### src/sv/frame_header_decoder_crc_check_unit_macros.svh
// ---------------------------------------------------------------------------
// Assertion macros for the frame header decoder
// Concurrent check wrappers; they compile to nothing when SYNTH is defined.
// ---------------------------------------------------------------------------
`ifndef FRAME_HEADER_DECODER_CRC_CHECK_UNIT_MACROS_SVH
`define FRAME_HEADER_DECODER_CRC_CHECK_UNIT_MACROS_SVH

`ifndef SYNTH
// same-cycle implication
`define FHD_ASSERT_IMPL(name, clk, rst_n, ante, cons) \
    name: assert property (@(posedge clk) disable iff (!rst_n) (ante) |-> (cons)) \
        else $error("fhd assertion failed");
// next-cycle implication
`define FHD_ASSERT_NEXT(name, clk, rst_n, ante, cons) \
    name: assert property (@(posedge clk) disable iff (!rst_n) (ante) |=> (cons)) \
        else $error("fhd assertion failed");
`else
`define FHD_ASSERT_IMPL(name, clk, rst_n, ante, cons)
`define FHD_ASSERT_NEXT(name, clk, rst_n, ante, cons)
`endif

`endif

### src/sv/fhd_pkg.sv
// ---------------------------------------------------------------------------
// fhd_pkg
// Shared constants, types and CRC byte-update functions.
// ---------------------------------------------------------------------------
package fhd_pkg;

    localparam int MAX_FRAME_BYTES = 4096;
    localparam int POS_W           = $clog2(MAX_FRAME_BYTES + 1);
    localparam int CMP_W           = (POS_W > 12) ? POS_W : 12;
    localparam int MIN_FRAME_BYTES = 16;
    localparam int TRAILER_BYTES   = 3;
    localparam int TID_W           = 10;
    localparam int OFF_W           = 11;
    localparam int LEN_W           = 12;
    localparam int OUT_BITS        = 2 + 8 + 8 + 32 + 8 + 48 + OFF_W + LEN_W + 1 + 1;
    localparam int OUT_TDATA_W     = ((OUT_BITS + 7) / 8) * 8;

    localparam logic [7:0]  CRC8_POLY  = 8'h07;
    localparam logic [7:0]  CRC8_INIT  = 8'h00;
    localparam logic [15:0] CRC16_POLY = 16'h1021;
    localparam logic [15:0] CRC16_INIT = 16'hFFFF;

    typedef enum logic [1:0] {
        ST_OK    = 2'd0,
        ST_SHORT = 2'd1,
        ST_LONG  = 2'd2
    } status_t;

    // header fields and length checks for the word being processed
    typedef struct packed {
        status_t            status;
        logic [7:0]         command;
        logic [7:0]         route_total;
        logic [31:0]        source_id;
        logic [7:0]         transaction_id;
        logic [47:0]        timestamp;
        logic [OFF_W-1:0]   body_start;
        logic [LEN_W-1:0]   body_length;
    } hdr_result_t;

    // CRC datapath control from the header tracker
    typedef struct packed {
        logic step;       // a word is processed this cycle
        logic frame_end;  // that word closes the frame
        logic shift;      // word is within the size limit
        logic feed;       // oldest delay byte leaves toward the CRCs
        logic body_feed;  // and it belongs to the body
    } crc_ctl_t;

    typedef struct packed {
        logic body_ok;
        logic frame_ok;
    } crc_flags_t;

    function automatic logic [7:0] crc8_feed(input logic [7:0] crc, input logic [7:0] b);
        logic [7:0] c;
        c = crc ^ b;
        for (int k = 0; k < 8; k++) begin
            c = c[7] ? ((c << 1) ^ CRC8_POLY) : (c << 1);
        end
        return c;
    endfunction

    function automatic logic [15:0] crc16_feed(input logic [15:0] crc, input logic [7:0] b);
        logic [15:0] c;
        c = crc ^ {b, 8'h00};
        for (int k = 0; k < 8; k++) begin
            c = c[15] ? ((c << 1) ^ CRC16_POLY) : (c << 1);
        end
        return c;
    endfunction

endpackage

### src/sv/fhd_hdr_capture.sv
// ---------------------------------------------------------------------------
// fhd_hdr_capture
// Byte position, overflow flag and header field capture; length checks.
// ---------------------------------------------------------------------------
`include "frame_header_decoder_crc_check_unit_macros.svh"

module fhd_hdr_capture
    import fhd_pkg::*;
(
    input  logic        clk,
    input  logic        rst_n,
    input  logic        step,
    input  logic [7:0]  data_byte,
    input  logic        last_byte,
    output crc_ctl_t    crc_ctl,
    output hdr_result_t hdr
);

    logic [POS_W-1:0] pos_reg;
    logic [POS_W-1:0] pos_next;
    logic             ovf_reg;
    logic             ovf_next;
    logic [7:0]       command_reg;
    logic [7:0]       route_reg;
    logic [31:0]      source_reg;
    logic [7:0]       tid_reg;
    logic [47:0]      ts_reg;

    logic             in_range;
    logic [7:0]       route_eff;
    logic [TID_W-1:0] tid_pos;
    logic [OFF_W-1:0] body_at;
    logic [CMP_W-1:0] pos_c;
    logic [CMP_W-1:0] len_c;
    logic [CMP_W-1:0] tid_c;
    logic [CMP_W-1:0] off_c;
    logic [CMP_W-1:0] req_c;
    logic             cap_tid;
    logic             cap_ts;
    logic             cap_src;

    always_comb
    begin
        in_range  = pos_reg < POS_W'(MAX_FRAME_BYTES);
        route_eff = (pos_reg == POS_W'(1)) ? data_byte : route_reg;
        tid_pos   = {route_eff, 2'b00} + TID_W'(2);
        body_at   = OFF_W'(tid_pos) + OFF_W'(7);
        pos_next  = in_range ? (pos_reg + POS_W'(1)) : pos_reg;
        ovf_next  = ovf_reg | ~in_range;

        pos_c = CMP_W'(pos_reg);
        len_c = CMP_W'(pos_next);
        tid_c = CMP_W'(tid_pos);
        off_c = CMP_W'(body_at);
        req_c = tid_c + CMP_W'(10);

        cap_src = (pos_c >= CMP_W'(2)) && (pos_c <= CMP_W'(5));
        cap_tid = (pos_c >= CMP_W'(2)) && (pos_c == tid_c);
        cap_ts  = (pos_c > tid_c) && (pos_c <= tid_c + CMP_W'(6));

        crc_ctl.step      = step;
        crc_ctl.frame_end = last_byte;
        crc_ctl.shift     = in_range;
        crc_ctl.feed      = pos_c >= CMP_W'(3);
        crc_ctl.body_feed = pos_c >= off_c + CMP_W'(TRAILER_BYTES);

        if (ovf_next)
            hdr.status = ST_LONG;
        else if ((len_c < CMP_W'(MIN_FRAME_BYTES)) || (len_c < req_c))
            hdr.status = ST_SHORT;
        else
            hdr.status = ST_OK;
        hdr.command        = command_reg;
        hdr.route_total    = route_reg;
        hdr.source_id      = source_reg;
        hdr.transaction_id = tid_reg;
        hdr.timestamp      = ts_reg;
        hdr.body_start     = body_at;
        hdr.body_length    = LEN_W'(len_c - off_c - CMP_W'(TRAILER_BYTES));
    end

    always_ff @(posedge clk or negedge rst_n)
    begin
        if (!rst_n)
        begin
            pos_reg <= '0;
            ovf_reg <= 1'b0;
        end
        else if (step)
        begin
            if (last_byte)
            begin
                pos_reg <= '0;
                ovf_reg <= 1'b0;
            end
            else
            begin
                pos_reg <= pos_next;
                ovf_reg <= ovf_next;
            end
        end
    end

    // header fields are overwritten before any good frame reads them
    always_ff @(posedge clk)
    begin
        if (step && in_range)
        begin
            if (pos_reg == '0)
                command_reg <= data_byte;
            if (pos_reg == POS_W'(1))
                route_reg <= data_byte;
            if (cap_src)
                source_reg <= {source_reg[23:0], data_byte};
            if (cap_tid)
                tid_reg <= data_byte;
            if (cap_ts)
                ts_reg <= {ts_reg[39:0], data_byte};
        end
    end

    `FHD_ASSERT_NEXT(a_pos_clear_at_end, clk, rst_n, step && last_byte, pos_reg == '0 && !ovf_reg)
    `FHD_ASSERT_IMPL(a_ovf_at_limit, clk, rst_n, ovf_reg, pos_reg == POS_W'(MAX_FRAME_BYTES))

endmodule

### src/sv/fhd_crc_unit.sv
// ---------------------------------------------------------------------------
// fhd_crc_unit
// Three-byte delay line, running CRC-8/CRC-16 and trailer compare.
// ---------------------------------------------------------------------------
module fhd_crc_unit
    import fhd_pkg::*;
(
    input  logic       clk,
    input  logic       rst_n,
    input  crc_ctl_t   ctl,
    input  logic [7:0] data_byte,
    output crc_flags_t flags
);

    logic [7:0]  delay_reg [3];
    logic [7:0]  body_crc_reg;
    logic [15:0] frame_crc_reg;
    logic [7:0]  body_crc_next;
    logic [15:0] frame_crc_next;
    logic [7:0]  d0_next;
    logic [7:0]  d1_next;
    logic [7:0]  d2_next;

    always_comb
    begin
        body_crc_next  = body_crc_reg;
        frame_crc_next = frame_crc_reg;
        if (ctl.shift && ctl.feed)
        begin
            frame_crc_next = crc16_feed(frame_crc_reg, delay_reg[2]);
            if (ctl.body_feed)
                body_crc_next = crc8_feed(body_crc_reg, delay_reg[2]);
        end
        d0_next = ctl.shift ? data_byte    : delay_reg[0];
        d1_next = ctl.shift ? delay_reg[0] : delay_reg[1];
        d2_next = ctl.shift ? delay_reg[1] : delay_reg[2];

        // trailer: CRC-8 byte, then CRC-16 big-endian
        flags.body_ok  = d2_next == body_crc_next;
        flags.frame_ok = {d1_next, d0_next} == crc16_feed(frame_crc_next, d2_next);
    end

    always_ff @(posedge clk or negedge rst_n)
    begin
        if (!rst_n)
        begin
            body_crc_reg  <= CRC8_INIT;
            frame_crc_reg <= CRC16_INIT;
        end
        else if (ctl.step)
        begin
            if (ctl.frame_end)
            begin
                body_crc_reg  <= CRC8_INIT;
                frame_crc_reg <= CRC16_INIT;
            end
            else
            begin
                body_crc_reg  <= body_crc_next;
                frame_crc_reg <= frame_crc_next;
            end
        end
    end

    always_ff @(posedge clk)
    begin
        if (ctl.step)
        begin
            delay_reg[0] <= d0_next;
            delay_reg[1] <= d1_next;
            delay_reg[2] <= d2_next;
        end
    end

endmodule

### src/sv/frame_header_decoder_crc_check_unit.sv
// ---------------------------------------------------------------------------
// frame_header_decoder_crc_check_unit
// A last word is accepted into the input register; its result is then loaded
//   into the result register, which drives m_tvalid until the sink takes it.
// Throughput: one word per cycle; words without tlast produce no output. A last
//   word waits only while the result register holds a result not yet taken.
// Reset (rst_n, async, active low) empties both registers and returns the
//   frame tracker to byte 0 with CRC-8 = 0x00 and CRC-16 = 0xFFFF.
// ---------------------------------------------------------------------------
`include "frame_header_decoder_crc_check_unit_macros.svh"

module frame_header_decoder_crc_check_unit
    import fhd_pkg::*;
(
    input  logic                   clk,
    input  logic                   rst_n,
    input  logic                   s_tvalid,
    output logic                   s_tready,
    input  logic [7:0]             s_tdata,   // [7:0] data_byte
    input  logic                   s_tlast,   // last_byte
    output logic                   m_tvalid,
    input  logic                   m_tready,
    // [1:0] frame_status, [9:2] command, [17:10] route_total,
    // [49:18] source_id, [57:50] transaction_id, [105:58] timestamp,
    // [116:106] body_start, [128:117] body_length, [129] body_check_ok,
    // [130] frame_check_ok, [135:131] zero
    output logic [OUT_TDATA_W-1:0] m_tdata
);

    // Input register: holds one word ahead of the frame tracker.
    logic                   in_valid_reg;
    logic [7:0]             in_byte_reg;
    logic                   in_last_reg;

    // Result register: one finished frame result waiting for the sink.
    logic                   out_valid_reg;
    logic [OUT_TDATA_W-1:0] out_data_reg;
    logic [OUT_TDATA_W-1:0] out_data_next;

    logic                   proc_fire;
    crc_ctl_t               crc_ctl;
    hdr_result_t            hdr;
    crc_flags_t             flags;

    // A buffered word moves into the tracker unless it ends a frame and the
    // result register is still occupied by a result the sink has not taken.
    assign proc_fire = in_valid_reg && (!in_last_reg || !out_valid_reg || m_tready);
    assign s_tready  = !in_valid_reg || proc_fire;
    assign m_tvalid  = out_valid_reg;
    assign m_tdata   = out_data_reg;

    fhd_hdr_capture u_hdr
    (
        .clk       (clk),
        .rst_n     (rst_n),
        .step      (proc_fire),
        .data_byte (in_byte_reg),
        .last_byte (in_last_reg),
        .crc_ctl   (crc_ctl),
        .hdr       (hdr)
    );

    fhd_crc_unit u_crc
    (
        .clk       (clk),
        .rst_n     (rst_n),
        .ctl       (crc_ctl),
        .data_byte (in_byte_reg),
        .flags     (flags)
    );

    // Error results carry the status alone; every other field is zero.
    always_comb
    begin
        out_data_next = '0;
        out_data_next[1:0] = hdr.status;
        if (hdr.status == ST_OK)
        begin
            out_data_next[OUT_BITS-1:0] = {flags.frame_ok, flags.body_ok,
                                           hdr.body_length, hdr.body_start,
                                           hdr.timestamp, hdr.transaction_id,
                                           hdr.source_id, hdr.route_total,
                                           hdr.command, hdr.status};
        end
    end

    always_ff @(posedge clk or negedge rst_n)
    begin
        if (!rst_n)
        begin
            in_valid_reg  <= 1'b0;
            out_valid_reg <= 1'b0;
        end
        else
        begin
            if (s_tvalid && s_tready)
                in_valid_reg <= 1'b1;
            else if (proc_fire)
                in_valid_reg <= 1'b0;

            if (proc_fire && in_last_reg)
                out_valid_reg <= 1'b1;
            else if (m_tready)
                out_valid_reg <= 1'b0;
        end
    end

    always_ff @(posedge clk)
    begin
        if (s_tvalid && s_tready)
        begin
            in_byte_reg <= s_tdata;
            in_last_reg <= s_tlast;
        end
        if (proc_fire && in_last_reg)
            out_data_reg <= out_data_next;
    end

    `FHD_ASSERT_IMPL(a_error_fields_zero, clk, rst_n, out_valid_reg && out_data_reg[1:0] != ST_OK, out_data_reg[OUT_TDATA_W-1:2] == '0)
    `FHD_ASSERT_IMPL(a_result_from_last, clk, rst_n, $rose(out_valid_reg), $past(proc_fire && in_last_reg))

endmodule
### config.mk
export PLATFORM = sky130hd
export DESIGN_NAME = frame_header_decoder_crc_check_unit
export DESIGN_NICKNAME = d
export VERILOG_FILES = /design/src/sv/fhd_pkg.sv /design/src/sv/fhd_hdr_capture.sv /design/src/sv/fhd_crc_unit.sv /design/src/sv/frame_header_decoder_crc_check_unit.sv
export VERILOG_INCLUDE_DIRS = /design/src /design/src/sv
export SDC_FILE = /design/constraint.sdc
export NUM_CORES = 1
export LEC_CHECK = 0
export ABC_AREA = 1
export BUFFER_PORTS_ARGS = -buffer_cell sky130_fd_sc_hd__buf_2
export CORE_MARGIN = 8
export CORE_UTILIZATION = 60
export CTS_CLUSTER_DIAMETER = 30
export DETAILED_ROUTE_END_ITERATION = 16
export PLACE_DENSITY = 0.81
export SYNTH_ARGS = -nofsm -noshare
export SYNTH_HDL_FRONTEND = slang
export SYNTH_HIERARCHICAL = 1
export SYNTH_SLANG_ARGS = --single-unit
### constraint.sdc
create_clock -name clk -period 6.82 [get_ports clk]
set_clock_uncertainty 0.05 [all_clocks]
set_input_delay 0.682 -clock clk [delete_from_list [all_inputs] [get_ports clk]]
set_output_delay 0.682 -clock clk [all_outputs]
set_load 0.02 [all_outputs]
==> out/metrics.csv <==
metric;value;unit
status;finished clean;
CORE AREA;25200;um^2
initial core utilization;61.1;%
max incr delay on CP;0.44;ns
final slew viol count;0;
pre-CTS WS;1.68;ns
RSZ-0062 raised after global routing;no;
routability cong.;0.978;
slew of the pin with the lowest slew margin;0.991;ns
nets;1789;
P_leak;8.57;nW
max FFs per register;131;
critical path fanouts, max;13;
register area share after synthesis;58.9;%
ys async rst share;13.0;%
Syn Inst Count;1545;
CP Data Required Time;7.16;ns
die area;31000;um^2
predominant post-synthesis flop cell;edfxtp_1;
Area Overhead vs Synth;16.9;%
most frequent cell after synthesis;inv_1;
post-synth top area share;52.3;%
cell taking the most area after synthesis;edfxtp_1;
clock slew at reported path FFs;0.05;ns
CP max stage cell;dfrtp_1;
first-pass GRT wire length;59.3;mm
Area contributors post-synth;edfxtp_1 (52%), inv_1 (7.4%), nand2_1 (7.2%);
initial DRC count;936;
relative slew slack;33.9;%
min Tclk post-route;5.25;ns
Pre-antenna DRT Iters;5;
max frequency;191;MHz
# hold bufs at CTS;0;
post-CTS sizing;0;
Die H;176;um
fin worst setup slack;1.57;ns
WP buf/inv;4;
clock tree sinks;308;
r2r endpoint;m_tdata[129];
Antenna diodes;0;
#FFs+latches synth;308;
Max-cap violations;0;
Setup CP Type;flip-flop to flip-flop;
Max Root-Sink Buffers;3;
Post-DRT Antenna Nets;0;
H-tree depth;2;
share of layout cells above drive strength 1;17.9;%
R2R depth;28;
synth unique cells;52;
Max VDD drop;0.000259;V
IO Pins;151;
setup TNS;0;ns
Remaining Overflow, GRT;0;
Post-synth top cells;inv_1 (305), nand2_1 (296), edfxtp_1 (268);
Synthesis Warnings;6;
Vias;11226;
Worst Hold Class;input pin to asynchronous set/reset pin;
Worst-Skew Late Latency;0.55;ns
TritonCTS clock tree;yes;
worst reg-to-reg setup slack;1.57;ns
worst r2r src;u_hdr/pos_c[1];
stages on the worst setup path;28;
CP Data Arrival Time;5.59;ns
CP top delay family;simple AND/OR/NAND/NOR gates;
PwrDens;362;nW/um^2
final cell count without fillers;2086;
Post-CTS Setup Bufs;0;
Post-synth EDFFs;268;
Core Util, Final;71.5;%
final instance area;18000;um^2
largest net degree at the start of global routing;72;
Root Driver;clkbuf_16;
Worst Setup Start Kind;flip-flop;
Setup violations, final;0;
WL per Instance;18.0;um
DP Area;16300;um^2
CP most frequent cell;nand2_1;
DP Cell Count;1990;
number of global-route vias before repair;11054;
Post-Synthesis Cell Area;15400;um^2
Post-Route WL;37.5;mm
final hold vios;0;
die width;176;um
num rows;58;
antenna violations before repair;0;
number of port buffers;145;
Via-to-Cell Ratio;5.38;
Syn Area/Cell;9.97;um^2
gr usage total;23.9;%
Worst setup EP type;flip-flop;
Period Utilization, post-route;76.9;%
DRC viols;0;
CTS Buf Count;52;
post-DP HPWL;24.7;mm
-- stage by stage --
step                      hold slack (ns)  power, mW
after global routing                0.249       6.85
after global placement              0.378       3.97
after floorplan                     0.336       3.62
after CTS                           0.250       6.52
after detailed placement            0.382       4.00
final                               0.257       6.52
-- cell type report --
type	count	area [um^2]
clock buffer	66	1420
clock inverter	30	282
fill	1749	7180
inverter	311	1170
multi-input combinational	888	4850
sequential	308	9070
tap	330	413
timing repair buffer	153	798
-- layout by cell type (no fill, tap or decap), types with 3 or more instances in the layout --
master | Yosys | routed
inv_2 | 4 | 4
a211oi_1 | 4 | 4
clkbuf_8 | 5 | 4
nand3_2 | 7 | 7
nand4_1 | 18 | 18
o21ai_0 | 44 | 44
clkinvlp_4 | 0 | 5
clkbuf_1 | 6 | 9
buf_4 | 13 | 7
xnor2_1 | 22 | 22
bufinv_16 | 0 | 3
nor3_1 | 7 | 7
o22ai_1 | 29 | 29
o21ai_2 | 3 | 3
dfstp_2 | 16 | 16
nand3b_1 | 10 | 10
edfxtp_1 | 268 | 268
conb_1 | 3 | 8
o21ai_1 | 6 | 6
inv_1 | 305 | 304
nor2_1 | 176 | 176
nand3_1 | 93 | 93
clkinv_4 | 0 | 3
clkbuf_16 | 0 | 53
dfrtp_1 | 24 | 24
xor2_1 | 26 | 26
clkinv_2 | 0 | 12
inv_4 | 2 | 3
nand2_1 | 296 | 296
buf_2 | 7 | 145
nand2_2 | 25 | 25
nand2_4 | 3 | 3
a21oi_1 | 20 | 19
ha_1 | 61 | 61
nor2_4 | 4 | 4
-- metal layers --
layer | wire, um | track usage, % | part of all wire, %
met5 | 0 | 0 | 0
met4 | 728 | 6.29 | 1.9
met2 | 18200 | 40.5 | 48
met3 | 3100 | 5.08 | 8.3
met1 | 15500 | 30.8 | 41
-- worst max path at each step --
| stage | startpoint | slack (ns) | to |
|---|---|---|---|
| after floorplan | u_hdr/pos_c[1] | 1.37 | u_hdr/ts_reg[0] |
| after global placement | u_hdr/pos_c[1] | 1.92 | m_tdata[106] |
| after detailed placement | u_hdr/pos_c[1] | 1.68 | m_tdata[129] |
| after CTS | u_hdr/pos_c[1] | 1.66 | m_tdata[129] |
| after global routing | u_hdr/pos_c[1] | 1.07 | m_tdata[129] |
| final | u_hdr/pos_c[1] | 1.57 | m_tdata[129] |
-- power by group --
group          switching, mW  total [mW]  leakage, nW  internal [mW]
sequential            0.0934        2.31         3.03           2.22
clock                  0.916        2.50        0.829           1.59
combinational           1.13        1.70         4.71          0.565
-- cells by family after synthesis --
| family | Yosys count | synth area share [%] |
|---|---|---|
| mux | 1 | 0.0731 |
| fa+ha+maj | 62 | 5.09 |
| flops | 308 | 58.9 |
| simple gates | 647 | 18.5 |
| xor+xnor | 49 | 2.84 |
| other cells | 3 | 0.0731 |
| buf+inv | 354 | 9.95 |
| compound gates | 121 | 4.63 |
No activity file was read; power rests on OpenSTA's default activity.
